### src/csvs_pkg.sv
// ============================================================================
// csvs_pkg: shared types and constants for the CSV line field splitter
// Holds the character codes, the quoting mode codes and the result record
// that the parse core hands to the output stage.
// ============================================================================
`default_nettype none

package csvs_pkg;

    // Character codes
    localparam logic [7:0] CH_QUOTE = 8'h22;
    localparam logic [7:0] CH_COMMA = 8'h2C;

    // Quoting mode codes
    localparam logic [1:0] MODE_PLAIN  = 2'd0;
    localparam logic [1:0] MODE_QUOTED = 2'd1;
    localparam logic [1:0] MODE_QSEEN  = 2'd2;

    // One result beat
    typedef struct packed {
        logic [7:0] out_byte;
        logic       field_done;
        logic       line_done;
        logic [7:0] field_number;
        logic       quote_error;
    } result_t;

endpackage

`default_nettype wire

### src/csvs_parse_core.sv
// ============================================================================
// csvs_parse_core: quoting state and per-byte result logic
// Keeps the quoting mode, the field-empty flag and the field counter, and
// works out from one registered input beat whether a result is produced.
// State advances only when step is high.
// ============================================================================
`default_nettype none

module csvs_parse_core #(
    parameter int MAX_FIELDS = 256
) (
    input  wire logic              clk,
    input  wire logic              rst_n,
    input  wire logic              step,
    input  wire logic [7:0]        char_byte,
    input  wire logic              line_end,
    output logic                   res_valid,
    output csvs_pkg::result_t      result
);

    localparam int          LimitInt  = (MAX_FIELDS - 1 > 255) ? 255 : (MAX_FIELDS - 1);
    localparam logic [7:0]  CountLimit = 8'(LimitInt);

    logic [1:0] mode_reg;
    logic [1:0] mode_next;
    logic       empty_reg;
    logic       empty_next;
    logic [7:0] count_reg;
    logic [7:0] count_next;
    logic       do_plain;

    // Compute next state and the result for this beat
    always_comb
    begin
        mode_next           = mode_reg;
        empty_next          = empty_reg;
        count_next          = count_reg;
        res_valid           = 1'b0;
        result              = '0;
        result.field_number = count_reg;
        do_plain            = 1'b0;

        if (line_end)
        begin
            // close the field and the line, flag an open quote
            res_valid          = 1'b1;
            result.field_done  = 1'b1;
            result.line_done   = 1'b1;
            result.quote_error = (mode_reg == csvs_pkg::MODE_QUOTED);
            mode_next          = csvs_pkg::MODE_PLAIN;
            empty_next         = 1'b1;
            count_next         = '0;
        end
        else
        begin
            case (mode_reg)
                csvs_pkg::MODE_QUOTED:
                begin
                    if (char_byte == csvs_pkg::CH_QUOTE)
                    begin
                        mode_next = csvs_pkg::MODE_QSEEN;
                    end
                    else
                    begin
                        res_valid       = 1'b1;
                        result.out_byte = char_byte;
                        empty_next      = 1'b0;
                    end
                end
                csvs_pkg::MODE_QSEEN:
                begin
                    if (char_byte == csvs_pkg::CH_QUOTE)
                    begin
                        // doubled quote: emit one literal quote
                        mode_next       = csvs_pkg::MODE_QUOTED;
                        res_valid       = 1'b1;
                        result.out_byte = csvs_pkg::CH_QUOTE;
                        empty_next      = 1'b0;
                    end
                    else
                    begin
                        do_plain = 1'b1;
                    end
                end
                default:
                begin
                    do_plain = 1'b1;
                end
            endcase

            if (do_plain)
            begin
                mode_next = csvs_pkg::MODE_PLAIN;
                if (char_byte == csvs_pkg::CH_COMMA)
                begin
                    // unquoted comma ends the field
                    res_valid         = 1'b1;
                    result.field_done = 1'b1;
                    empty_next        = 1'b1;
                    if (count_reg < CountLimit)
                    begin
                        count_next = count_reg + 8'd1;
                    end
                end
                else if (char_byte == csvs_pkg::CH_QUOTE && empty_reg)
                begin
                    mode_next = csvs_pkg::MODE_QUOTED;
                end
                else
                begin
                    res_valid       = 1'b1;
                    result.out_byte = char_byte;
                    empty_next      = 1'b0;
                end
            end
        end
    end

    // Advance state on each consumed beat
    always_ff @(posedge clk or negedge rst_n)
    begin
        if (!rst_n)
        begin
            mode_reg  <= csvs_pkg::MODE_PLAIN;
            empty_reg <= 1'b1;
            count_reg <= '0;
        end
        else if (step)
        begin
            mode_reg  <= mode_next;
            empty_reg <= empty_next;
            count_reg <= count_next;
        end
    end

    // Line end returns all state to its start values
    a_line_reset: assert property (@(posedge clk) disable iff (!rst_n)
        step && line_end |=> mode_reg == csvs_pkg::MODE_PLAIN && empty_reg && count_reg == '0)
        else $error("state not cleared after line end");

    // Field counter never passes its limit
    a_count_limit: assert property (@(posedge clk) disable iff (!rst_n)
        count_reg <= CountLimit)
        else $error("field counter beyond limit");

    // A quote error only rides on the line-end result
    a_qerr_line: assert property (@(posedge clk) disable iff (!rst_n)
        res_valid && result.quote_error |-> result.line_done && line_end)
        else $error("quote error outside line end");

    // A field end leaves an empty field behind
    a_field_empty: assert property (@(posedge clk) disable iff (!rst_n)
        step && res_valid && result.field_done |=> empty_reg)
        else $error("field not empty after field end");

endmodule

`default_nettype wire

### src/csvs_out_stage.sv
// ============================================================================
// csvs_out_stage: result register toward the master-side stream
// Holds one result beat until it is taken and reports whether a new beat
// can be loaded in the same cycle.
// ============================================================================
`default_nettype none

module csvs_out_stage (
    input  wire logic              clk,
    input  wire logic              rst_n,
    input  wire logic              load,
    input  wire csvs_pkg::result_t result,
    output logic                   can_load,
    output logic                   m_axis_tvalid,
    input  wire logic              m_axis_tready,
    output logic [15:0]            m_axis_tdata,  // out_byte [7:0], field_number [15:8]
    output logic [1:0]             m_axis_tuser,  // field_done [0], quote_error [1]
    output logic                   m_axis_tlast
);

    logic              valid_reg;
    logic              valid_next;
    csvs_pkg::result_t data_reg;

    assign can_load = !valid_reg || m_axis_tready;

    // Hold the beat until taken, refill on load
    always_comb
    begin
        if (load)
        begin
            valid_next = 1'b1;
        end
        else if (m_axis_tready)
        begin
            valid_next = 1'b0;
        end
        else
        begin
            valid_next = valid_reg;
        end
    end

    always_ff @(posedge clk or negedge rst_n)
    begin
        if (!rst_n)
        begin
            valid_reg <= 1'b0;
        end
        else
        begin
            valid_reg <= valid_next;
        end
    end

    // Capture payload
    always_ff @(posedge clk)
    begin
        if (load)
        begin
            data_reg <= result;
        end
    end

    assign m_axis_tvalid = valid_reg;
    assign m_axis_tdata  = {data_reg.field_number, data_reg.out_byte};
    assign m_axis_tuser  = {data_reg.quote_error, data_reg.field_done};
    assign m_axis_tlast  = data_reg.line_done;

endmodule

`default_nettype wire

### src/csv_line_field_splitter.sv
// ============================================================================
// csv_line_field_splitter: CSV line splitter, one byte per beat
// Input register, quoting state logic and result register.
// ============================================================================
// Takes one beat per clock while ready is high: a raw byte (tlast low)
// or an end-of-line mark (tlast high). Each beat yields zero or one
// result; the beat waits in the input register until the result register
// has room, and its result is then loaded there; content bytes come out
// as data, an unquoted comma as a field end, and the end-of-line mark as
// a beat that closes the last field and the line and flags an unclosed
// quote. Quote bytes that only open or close quoting give no result.
// Sustained rate is one beat per cycle while the output is taken, with a
// combinational mode update between the input and result registers;
// ready drops only while the result register is full and not being taken.
`default_nettype none

module csv_line_field_splitter #(
    parameter int MAX_FIELDS = 256
) (
    input  wire logic        clk,
    input  wire logic        rst_n,
    input  wire logic        s_axis_tvalid,
    output logic             s_axis_tready,
    input  wire logic [7:0]  s_axis_tdata,   // char_byte [7:0]
    input  wire logic        s_axis_tlast,
    output logic             m_axis_tvalid,
    input  wire logic        m_axis_tready,
    output logic [15:0]      m_axis_tdata,   // out_byte [7:0], field_number [15:8]
    output logic [1:0]       m_axis_tuser,   // field_done [0], quote_error [1]
    output logic             m_axis_tlast
);

    logic              in_valid_reg;
    logic [7:0]        in_byte_reg;
    logic              in_end_reg;
    logic              can_load;
    logic              advance;
    logic              res_valid;
    csvs_pkg::result_t result;

    // Consume the held beat when the result register has room
    assign advance       = in_valid_reg && can_load;
    assign s_axis_tready = !in_valid_reg || advance;

    always_ff @(posedge clk or negedge rst_n)
    begin
        if (!rst_n)
        begin
            in_valid_reg <= 1'b0;
        end
        else if (s_axis_tready)
        begin
            in_valid_reg <= s_axis_tvalid;
        end
    end

    // Capture input payload
    always_ff @(posedge clk)
    begin
        if (s_axis_tready && s_axis_tvalid)
        begin
            in_byte_reg <= s_axis_tdata;
            in_end_reg  <= s_axis_tlast;
        end
    end

    csvs_parse_core #(
        .MAX_FIELDS (MAX_FIELDS)
    ) u_core (
        .clk       (clk),
        .rst_n     (rst_n),
        .step      (advance),
        .char_byte (in_byte_reg),
        .line_end  (in_end_reg),
        .res_valid (res_valid),
        .result    (result)
    );

    csvs_out_stage u_out (
        .clk           (clk),
        .rst_n         (rst_n),
        .load          (advance && res_valid),
        .result        (result),
        .can_load      (can_load),
        .m_axis_tvalid (m_axis_tvalid),
        .m_axis_tready (m_axis_tready),
        .m_axis_tdata  (m_axis_tdata),
        .m_axis_tuser  (m_axis_tuser),
        .m_axis_tlast  (m_axis_tlast)
    );

endmodule

`default_nettype wire
### config.mk
export PLATFORM = sky130hd
export DESIGN_NAME = csv_line_field_splitter
export DESIGN_NICKNAME = d
export VERILOG_FILES = /design/src/csvs_pkg.sv /design/src/csvs_parse_core.sv /design/src/csvs_out_stage.sv /design/src/csv_line_field_splitter.sv
export SDC_FILE = /design/constraint.sdc
export NUM_CORES = 1
export LEC_CHECK = 0
export BUFFER_PORTS_ARGS = -buffer_cell sky130_fd_sc_hd__buf_2
export CAP_MARGIN = 20
export CORE_MARGIN = 2
export CORE_UTILIZATION = 28
export DETAILED_ROUTE_END_ITERATION = 12
export HOLD_SLACK_MARGIN = 0.03
export SYNTH_ARGS = -nofsm -noshare
export SYNTH_HDL_FRONTEND = slang
export SYNTH_HIERARCHICAL = 1
export SYNTH_SLANG_ARGS = --single-unit
### constraint.sdc
create_clock -name clk -period 2.92 [get_ports clk]
set_clock_uncertainty 0.2 [all_clocks]
set_input_delay 0 -clock clk [delete_from_list [all_inputs] [get_ports clk]]
set_output_delay 0 -clock clk [all_outputs]
set_load 0.02 [all_outputs]
**After elaboration in Yosys (flattened, before gate mapping)**

Index checks and enable logic that the tools add are counted.

- Equal/unequal tests: 6
- Add/subtract/negate cells: 1
- Multiplexer cells: 37
- Reductions and logical operators: 15
- Order comparisons: 1

Operators with widths:

| operator | count |
|---|---|
| two-way mux 8 bit | 7 |
| two-way mux 1 bit | 18 |
| equality test 8 x 6 -> 1 bit, second input constant | 2 |
| one-hot mux 8 bit (2 select lines) | 1 |
| two-way mux 2 bit | 5 |
| two-way mux 9 bit | 1 |
| adder 8 x 1 -> 8 bit, second input constant | 1 |
| < comparator 8 bit, second input constant | 1 |
| AND reduction 4 bit | 2 |
| nonzero test 2 bit | 4 |
| two-way mux 6 bit | 1 |
| one-hot mux 1 bit (2 select lines) | 3 |
| logical AND 1 bit | 4 |
| inequality test 4 x 2 -> 1 bit, second input constant | 1 |
| inequality test 4 bit, second input constant | 1 |
| one-hot mux 2 bit (2 select lines) | 1 |
| nonzero test 4 bit | 1 |
| equality test 2 x 1 -> 1 bit, second input constant | 1 |
| equality test 2 bit, second input constant | 1 |
| zero test 1 bit | 2 |
| logical OR 1 bit | 2 |

- Word-level logic and storage cells: 72
- Register bits after elaboration: 41

**Longest topological paths before layout**

Gate-level depths: netlist (run 1).

- Depth in word-level cells: 9
- Mapped depth: 8

**Hierarchy**

The synthesis (run 1) kept the hierarchy.

Modules (own cells, without submodules):

| module | cells an instance | area an instance (um^2) | seq. area each (um^2) | times used |
|---|---|---|---|---|
| csvs_parse_core | 118 | 984.7 | 276.5 | 1 |
| csvs_out_stage | 22 | 618.1 | 595.6 | 1 |
| csv_line_field_splitter | 15 | 336.6 | 295.3 | 1 |

**Least setup slack after synthesis (run 1)**

No wires, ideal clock.

- Path type: reg2reg
- From: reg in_byte_reg[4]
- To: reg u_out.valid_reg (netlist: u_out/m_axis_tvalid)
- Setup time: 122 ps
- Cell stages (with the launch flop): 6
- Arrival: 1962 ps
- Path slack: 637 ps
- Clock period less this slack: 2283 ps
- Cell sequence: edfxtp_1 > or4b_4 > nor3_4 > o211ai_1 > and3_1 > nand2b_2

- Word-level cells in the longest chain between the ends: 9

Ends and longest elaborated chain:

| element | RTL line | RTL |
|---|---|---|
| start, declared | csv_line_field_splitter.sv:34 | `logic [7:0] in_byte_reg;` |
| start signal, assigned | csv_line_field_splitter.sv:62 | `in_byte_reg <= s_axis_tdata;` |
| equality test 8 x 6 -> 1 bit | csvs_parse_core.sv:59, csvs_parse_core.sv:72, csvs_parse_core.sv:105 |  |
| two-way mux 1 bit, on equally long branches | csvs_parse_core.sv:72, csvs_parse_core.sv:59 |  |
| one-hot mux 1 bit (2 select lines) | csvs_parse_core.sv:56 | `case (mode_reg)` |
| two-way mux 1 bit | csvs_parse_core.sv:105 | `else if (char_byte == csvs_pkg::CH_QUOTE && empty_reg)` |
| two-way mux 1 bit | csvs_parse_core.sv:94 | `if (char_byte == csvs_pkg::CH_COMMA)` |
| two-way mux 1 bit * | csvs_parse_core.sv:91 | `if (do_plain)` |
| two-way mux 1 bit * | csvs_parse_core.sv:43 | `if (line_end)` |
| named net res_valid | csv_line_field_splitter.sv:38 | `logic res_valid;` |
| logical AND 1 bit * | csv_line_field_splitter.sv:82 | `.load (advance && res_valid),` |
| two-way mux 1 bit / nonzero test 2 bit (equally long branches) | n/a |  |
| end signal, assigned | csvs_out_stage.sv:52 | `valid_reg <= valid_next;` |
| end, declared | csvs_out_stage.sv:21 | `logic valid_reg;` |

The timed path passes the listed nets; every way through them passes the cells marked *. The select of a mux whose other input is x is not followed.
A chain may end at the register's enable or synchronous reset.

**Worst setup path after layout (run 1)**

Ends and elaborated chain as after synthesis.

==> results of run 1 <==
## worst paths after layout
kind	end	depth (start not counted)	slack (ps)
max in group asynchronous	u_core/mode_reg[1]	4	1000
worst max register to register	u_out/m_axis_tvalid	5	390
min in group asynchronous	u_core/empty_reg	3	530
worst min-delay path	in_byte_reg[0]	2	210
worst max-delay path	u_out/m_axis_tvalid	5	390
worst min register to register	u_out/m_axis_tdata[9]	0	310
## area by class of cell
cell class / count / area, sq um / share of cell area, %
Sequential cell: 41 / 1167 / 48.24
Multi-Input combinational cell: 97 / 701.9 / 29.01
Timing Repair Buffer: 49 / 322.8 / 13.34
Tap cell: 80 / 100.1 / 4.137
Clock buffer: 6 / 72.57 / 2.999
Inverter: 12 / 45.04 / 1.861
Clock inverter: 2 / 10.01 / 0.4137
## placed cells by master, fill, tap and decap left out, types with 2 or more instances in the layout
cell	count
buf_2	33
and3_1	4
and2_1	3
a21oi_1	12
o21ai_0	8
inv_1	12
o211ai_1	6
nand2b_4	2
a2111oi_0	2
dlygate4sd3_1	15
nor2_1	5
o2111ai_1	2
clkbuf_8	5
clkinv_2	2
dfrtp_1	12
nor3_1	2
edfxtp_1	28
o41ai_1	2
or3_1	4
nand2_1	7
nand2b_1	6
ha_1	4
## layer usage
layer  GRT usage, %  routed length [um]  up-vias
met5              0                   0        -
met3          2.654                 195       10
met4          6.713                 111        0
li1               -                   -      688
met2          17.00                1931       33
met1          13.35                1710      679
## worst max-delay path, cell delays in order (launching register included)
cell      delay [ps]
edfxtp_1         450
or4b_4           590
nor3_4           220
o211ai_1         130
and3_1           490
nand2b_2         320
## where the power goes
part	leakage, nW	internal [mW]	switching [mW]	total [mW]
logic	0.489	0.0861	0.127	0.213
clock network	0.0450	0.166	0.194	0.360
registers	0.447	0.695	0.0397	0.735
## stage by stage
stage	power [mW]	cells	worst slack, ps	utilization [%]
2_1_floorplan	0.8759	155	636.5	-
5_1_grt	1.362	287	243.5	35.81
3_3_place_gp	0.9407	264	431.2	32.37
4_1_cts	1.318	287	320.3	35.81
3_5_place_dp	0.9465	264	324.7	32.37
6_report	1.308	287	393.8	35.81
## kinds of logic (layout without fill, tap and decap cells)
group,Yosys count,count (layout)
flops,41,41
mux,1,1
compound gates,42,42
fa+ha+maj,4,4
buf+inv,17,69
simple gates,50,50
## timing repair
action / 4_1_cts / 5_1_grt
hold buffers: 15 / 0
resized for setup: 0 / 0
hold endpoints to repair: 33 / 0
==> impl_metrics.tcl, run 1 <==
set metrics [dict create \
    period_minus_slack_ps 2526 \
    slew_headroom_pct 40.03 \
    clockBufferDepth 2 \
    synth.avg_cell_area_sq_um 12.51 \
    firstDrtPassIters 4 \
    fmaxAchievable_mhz 395.9 \
    synth_xor_area_share_pct 0 \
    drv_cap 0 \
    fill_cells 672 \
    async_flop_share_pct 31.71 \
    worst_pin_slew_ps 899.5 \
    row_count 30 \
    synthMuxAreaShare_pct 0.5806 \
    worstSetupEndpointType "register" \
    fp.dieW_um 87.23 \
    cp.required_ps 2900 \
    synth_fp_nets 172 \
    grt_pass1_vias 1301 \
    synth_top_area_cell "edfxtp_1" \
    crit_path_start_kind "register" \
    grt_first_pass_wirelength_mm 6.292 \
    numCtsBuffers 5 \
    io_pins 34 \
    drc_errors 0 \
    clockRootBuffer "clkbuf_8" \
    synthAdderAreaFrac_pct 2.581 \
    setup_violations 0 \
    drt_wl_total_mm 3.949 \
    yosysMostFrequentCell "edfxtp_1" \
    fin_crit_sh_pct 86.51 \
    synthDistinctLibCells 50 \
    r2r_start "in_byte_reg[4]" \
    num_vias 1410 \
    worstSkewPairLatency_ps 300 \
    path_class "register to register" \
    holdWs_ps 211.1 \
    grtUsageTotal_pct 10.82 \
    start_util_pct 28.70 \
    synth_area_leaders "edfxtp_1 (43%), dfrtp_1 (15%), a21oi_1 (3.1%), ha_1 (2.6%), inv_1 (2.3%)" \
    layout.nets 223 \
    path_clk_slew_ps 80 \
    yosys.area.top_type_share_pct 43.35 \
    core_sq_um 6756 \
    cellPowerDensity_nw_per_um2 540.6 \
    synth_simple_gate_area_share_pct 18.00 \
    synth_ff_type "edfxtp_1" \
    synth-edff-count 28 \
    synthCells 155 \
    min_path_type "input port to register" \
    area_growth_pct 24.77 \
    largest_register_ffs 16 \
    hpwl_mm 2.655 \
    place_area_sq_um 2187 \
    syn_area_sq_um 1939 \
    ys_top_cells_by_count "edfxtp_1 (28), a21oi_1 (12), dfrtp_1 (12), inv_1 (12), o21ai_0 (8)" \
    min_from "s_axis_tdata[0]" \
    final-hold-violation-count 0 \
    clock-sinks 41 \
    cts_tree "yes" \
    finalMaxSlewViolations 0 \
    crit_fanout 20 \
    gr-total-overflow 0 \
    ys_seq_area_share_pct 60.19 \
    vdd.ir_drop.worst_mv 0.1586 \
    wl_per_cell_um 13.76 \
    drtIter0Drc 118 \
    yosysWarnings 6 \
    postCtsSetupBuffers 0 \
    n_antenna_cell 0 \
    tns_ps 0 \
    startpoint "in_byte_reg[4]" \
    fin_area_sq_um 2420 \
    ys_ff_latch 41 \
    p_leak_nw 0.9807 \
    synth_top_family_by_area "simple AND/OR/NAND/NOR gates" \
    grt_max_degree 21 \
    globalplace.congestion 0.8338 \
    cts-htree-levels 2 \
    rsz0062_at_grt "no" \
    status "finished clean" \
    die_area_sq_um 7608 \
    synth_compound_area_share_pct 15.03 \
    port_buffers 33 \
    drive_gt1_share_pct 25.60 \
    ant_nets 0 \
    die_h_um 87.23 \
    antenna_found_initial 0 \
    critPathArrivalTime_ps 2510 \
    vias_per_cell 4.913 \
]
Note: power is estimated with default switching activity, not from simulation.
==> inputs of run 2 (changes only) <==
CORE_MARGIN = 4   (was 2)
clock period = 2.11 ns   (was 2.92 ns; I/O delays follow)
==> run 2 against run 1 <==
Largest power group unchanged. Register-to-register slack worse by 350 ps. First-iteration DRC count down 0.85%. Combinational power up 49%. Die area up 9.4%. Highest routed layer unchanged. Worst setup slack worse by 350 ps. Worst hold slack better by 5.6 ps.
==> impl_metrics.tcl, run 2 (synthesized netlist as in run 1, its figures left out) <==
set metrics [dict create \
    fin_crit_sh_pct 97.86 \
    fin_util_pct 37.72 \
    drt_wl_total_mm 4.237 \
    min_path_type "input port to register" \
    hold_end "in_byte_reg[1]" \
    numCtsBuffers 5 \
    drc_errors 0 \
    cellPowerDensity_nw_per_um2 711.6 \
    gr-total-overflow 0 \
    critPathArrivalTime_ps 1930 \
    r2r_end "u_out/m_axis_tdata[1]" \
    wl_per_cell_um 14.17 \
    worst_pin_slew_ps 570.9 \
    grt_max_degree 21 \
    place_area_sq_um 2272 \
    switching_share_pct 26.90 \
    fin_area_sq_um 2549 \
    holdWs_ps 216.6 \
    min_from "s_axis_tdata[1]" \
    min_path_cells 2 \
    fill_cells 655 \
    cts-htree-levels 2 \
    firstDrtPassIters 4 \
    pwr-share-seq_pct 56.0 \
    clock-sinks 41 \
    slew_headroom_pct 61.81 \
    p_int_mw 1.326 \
    status "finished clean" \
    power.share.clock_pct 26.5 \
    path_class "register to register" \
    ant_nets 0 \
    rsz0062_at_grt "yes" \
    num_vias 1453 \
    fp.dieW_um 91.23 \
    clockBufferDepth 2 \
    cp.required_ps 1970 \
    power.switching_mw 0.4878 \
    die_h_um 91.23 \
    crit_fanout 4 \
    final-hold-violation-count 0 \
    globalplace.congestion 0.8266 \
    grt_first_pass_wirelength_mm 6.810 \
    multi_input_area_sq_um 738.2 \
    p_leak_nw 1.042 \
    r2r_slack_ps 50 \
    row_count 30 \
    io_pins 34 \
    cts_tree "yes" \
    path_clk_slew_ps 80 \
    n_antenna_cell 0 \
    finalMaxSlewViolations 0 \
    worstSetupEndpointType "register" \
    grt_pass1_vias 1359 \
    r2r_cells 6 \
    grtUsageTotal_pct 10.17 \
    drv_cap 0 \
    period_minus_slack_ps 2065 \
    crit_path_start_kind "register" \
    die_area_sq_um 8322 \
    antenna_found_initial 0 \
    fmaxAchievable_mhz 484.3 \
    regArea_sq_um 1167 \
    worstSkewPairLatency_ps 290 \
    clockRootBuffer "clkbuf_8" \
    drive_gt1_share_pct 31.05 \
    port_buffers 33 \
    hpwl_mm 2.873 \
    power_frac_comb_pct 17.5 \
    drtIter0Drc 117 \
    core_sq_um 6756 \
    r2r_start "u_core/mode_reg[0]" \
    setup_violations 0 \
    largest_register_ffs 16 \
    vdd.ir_drop.worst_mv 0.3137 \
    vias_per_cell 4.860 \
    layout.nets 235 \
    area_growth_pct 31.42 \
    final_cell_mix "buf_2 (33), edfxtp_1 (28), dlygate4sd3_1 (15)" \
    mostFrequentLayoutCell "buf_2" \
    start_util_pct 28.70 \
]
-- run 2: per-layer routing --
layer / track usage [%] / vias up / wire length (um)
met2: 16.19 / 30 / 2065
met5: 0 / - / 0
met1: 13.11 / 707 / 1943
met4: 4.146 / 0 / 69
li1: - / 711 / -
met3: 2.651 / 5 / 158
-- run 2: worst max-delay path by stage --
stage	start	end	slack, ps
floorplan	in_byte_reg[4]	u_out/m_axis_tvalid	40
global route	u_core/mode_reg[0]	u_out/m_axis_tdata[1]	-70
finish	u_core/mode_reg[0]	u_out/m_axis_tdata[1]	50
global placement	u_core/mode_reg[0]	u_out/m_axis_tdata[5]	30
CTS	in_byte_reg[4]	u_out/m_axis_tvalid	3
detailed placement	u_core/mode_reg[0]	u_out/m_axis_tdata[5]	5
-- run 2: layout make-up --
| cell class | instances | area share (%) |
|---|---|---|
| multi-input combinational | 98 | 28.96 |
| tap | 80 | 3.927 |
| clock inverter | 1 | 0.1473 |
| inverter | 12 | 1.767 |
| timing repair buffer | 60 | 16.40 |
| sequential | 41 | 45.80 |
| clock buffer | 7 | 2.995 |
-- run 2: per-stage QoR --
stage               power [mW]  std cells  setup WS, ps  TNS, ps
global route             1.915        299        -68.77   -108.3
CTS                      1.827        296         3.350        0
floorplan                1.214        155         43.72        0
detailed placement       1.324        273         5.485        0
global placement         1.318        273         33.17        0
finish                   1.814        299         45.12        0
-- run 2: critical path, stage by stage (launching register included) --
cell and delay [ps]:
dfrtp_1 390, inv_1 60, ha_2 200, or2_0 240, a21oi_2 190, o22ai_1 140, a2111oi_0 420
-- run 2: repair_timing --
| action | in CTS | in global routing |
|---|---|---|
| gates resized for setup | 3 | 4 |
| hold buffers | 15 | 0 |
| cloned | 0 | 1 |
| endpoints found under the hold margin | 33 | 0 |
| setup endpoints to repair | 2 | 23 |
| pin swaps | 0 | 1 |
| buffers inserted | 0 | 2 |
-- run 2: power groups by stage --
| stage | clock [mW] | sequential (mW) | combinational [mW] |
|---|---|---|---|
| floorplan | 0 | 1.08 | 0.136 |
| global placement | 0 | 1.03 | 0.283 |
| detailed placement | 0 | 1.04 | 0.289 |
| CTS | 0.497 | 1.02 | 0.312 |
| global route | 0.534 | 1.03 | 0.350 |
| finish | 0.480 | 1.02 | 0.318 |
==> inputs of run 3 (changes only) <==
PLACE_DENSITY = 0.52   (was not set)
==> run 3 against run 2 <==
Die area stayed put. Total power is 0.23% higher. Design area is 0.44% lower. Critical path type unchanged.
==> impl_metrics.tcl, run 3 (synthesized netlist as in run 1, its figures left out) <==
set metrics [dict create \
    port_buffers 33 \
    path_class "register to register" \
    slew_headroom_pct 62.58 \
    slowest_stage "dfrtp_1" \
    hold_end "in_byte_reg[3]" \
    period_minus_slack_ps 2053 \
    grt_pass1_vias 1312 \
    mostFrequentLayoutCell "buf_2" \
    drtIter0Drc 102 \
    layout.nets 235 \
    drt_wl_total_mm 4.035 \
    die_h_um 91.23 \
    crit_path_start_kind "register" \
    grtUsageTotal_pct 9.902 \
    place_area_sq_um 2287 \
    clock-sinks 41 \
    multi_input_area_sq_um 716.9 \
    die_area_sq_um 8322 \
    min_from "s_axis_tdata[3]" \
    worst_slack_ps 57.31 \
    status "finished clean" \
    fin_area_sq_um 2537 \
    grt_max_degree 21 \
    io_pins 34 \
    worstSkewPairLatency_ps 290 \
    power_mw 1.818 \
    hpwl_mm 2.843 \
    globalplace.congestion 0.7936 \
    start_util_pct 28.70 \
    r2r_start "u_core/mode_reg[0]" \
    r2r_end "u_out/m_axis_tdata[5]" \
    core_sq_um 6756 \
    area_growth_pct 30.84 \
    path_clk_slew_ps 80 \
    setup_violations 0 \
    crit_chain "inv_1 > ha_1 > or2_0 > a21oi_2 > o22ai_1 > a2111oi_0" \
    final_cell_mix "buf_2 (33), edfxtp_1 (28), dlygate4sd3_1 (15)" \
    startpoint "u_core/mode_reg[0]" \
    crit_fanout 4 \
    min_path_type "input port to register" \
    cp.required_ps 1980 \
    ant_nets 0 \
    fin_crit_sh_pct 97.28 \
    fmaxAchievable_mhz 487.2 \
    finalMaxSlewViolations 0 \
    clockBufferDepth 2 \
    num_vias 1434 \
    cellPowerDensity_nw_per_um2 716.4 \
    gr-total-overflow 0 \
    numCtsBuffers 5 \
    cts-htree-levels 2 \
    holdWs_ps 213.4 \
    slowest_delay_ps 400 \
    fin_util_pct 37.56 \
    firstDrtPassIters 4 \
    fp.dieW_um 91.23 \
    tns_ps 0 \
    worst_pin_slew_ps 559.5 \
    fin_cells 299 \
    pre_cts_ws_ps 32.42 \
    antenna_found_initial 0 \
    largest_register_ffs 16 \
    row_count 30 \
    n_antenna_cell 0 \
    drive_gt1_share_pct 31.05 \
    clockRootBuffer "clkbuf_8" \
    cts_tree "yes" \
    drv_cap 0 \
    vdd.ir_drop.worst_mv 0.2063 \
    drc_errors 0 \
    wl_per_cell_um 13.49 \
    dp.cells 275 \
    grt_first_pass_wirelength_mm 6.513 \
    critPathArrivalTime_ps 1930 \
    vias_per_cell 4.796 \
    fill_cells 677 \
    worstSetupEndpointType "register" \
    regArea_sq_um 1167 \
    r2r_cells 6 \
    min_path_cells 2 \
    final-hold-violation-count 0 \
    r2r_slack_ps 60 \
    p_leak_nw 1.048 \
]
==> run 3: worst max-delay path, delay by kind of cell, from the launching register on <==
| family | cells | cell delay, ps |
|---|---|---|
| simple gates | 1 | 260 |
| compound gates | 3 | 720 |
| flops | 1 | 400 |
| fa+ha+maj | 1 | 210 |
| buf+inv | 1 | 60 |
==> run 3: worst max path at each step <==
stage | to | slack [ps] | cells past startpoint
after floorplan | u_out/m_axis_tvalid | 40 | 5
after global placement | u_out/m_axis_tvalid | 60 | 5
after detailed placement | u_out/m_axis_tvalid | 30 | 5
after CTS | u_out/m_axis_tdata[1] | 10 | 6
after global routing | u_out/m_axis_tdata[1] | -20 | 6
final | u_out/m_axis_tdata[5] | 60 | 6
==> run 3: power breakdown <==
group	switching (mW)	internal, mW	leakage (nW)
Combinational	0.180	0.132	0.556
Clock	0.261	0.229	0.0450
Sequential	0.0540	0.961	0.447
==> run 3: routing by layer <==
| layer | GRT usage [%] | vias to the layer above | routed length [um] |
|---|---|---|---|
| met3 | 2.568 | 6 | 210 |
| met2 | 15.27 | 40 | 1782 |
| met1 | 13.15 | 674 | 1964 |
| li1 | - | 714 | - |
| met5 | 0 | - | 0 |
| met4 | 4.146 | 0 | 78 |
==> run 3: layout make-up <==
type	instances	share of cell area, %
well taps	80	3.945
flip-flops and latches	41	46.01
inverters	12	1.775
repair buffers	61	16.77
multi-input cells	97	28.25
clock buffers	6	2.860
clock inverters	2	0.3945
==> run 3: timing repair <==
action / 4_1_cts / 5_1_grt
setup buffers: 0 / 1
hold buffers: 15 / 0
hold endpoints to repair: 33 / 0
gates resized for setup: 0 / 3
setup endpoints to repair: 0 / 4
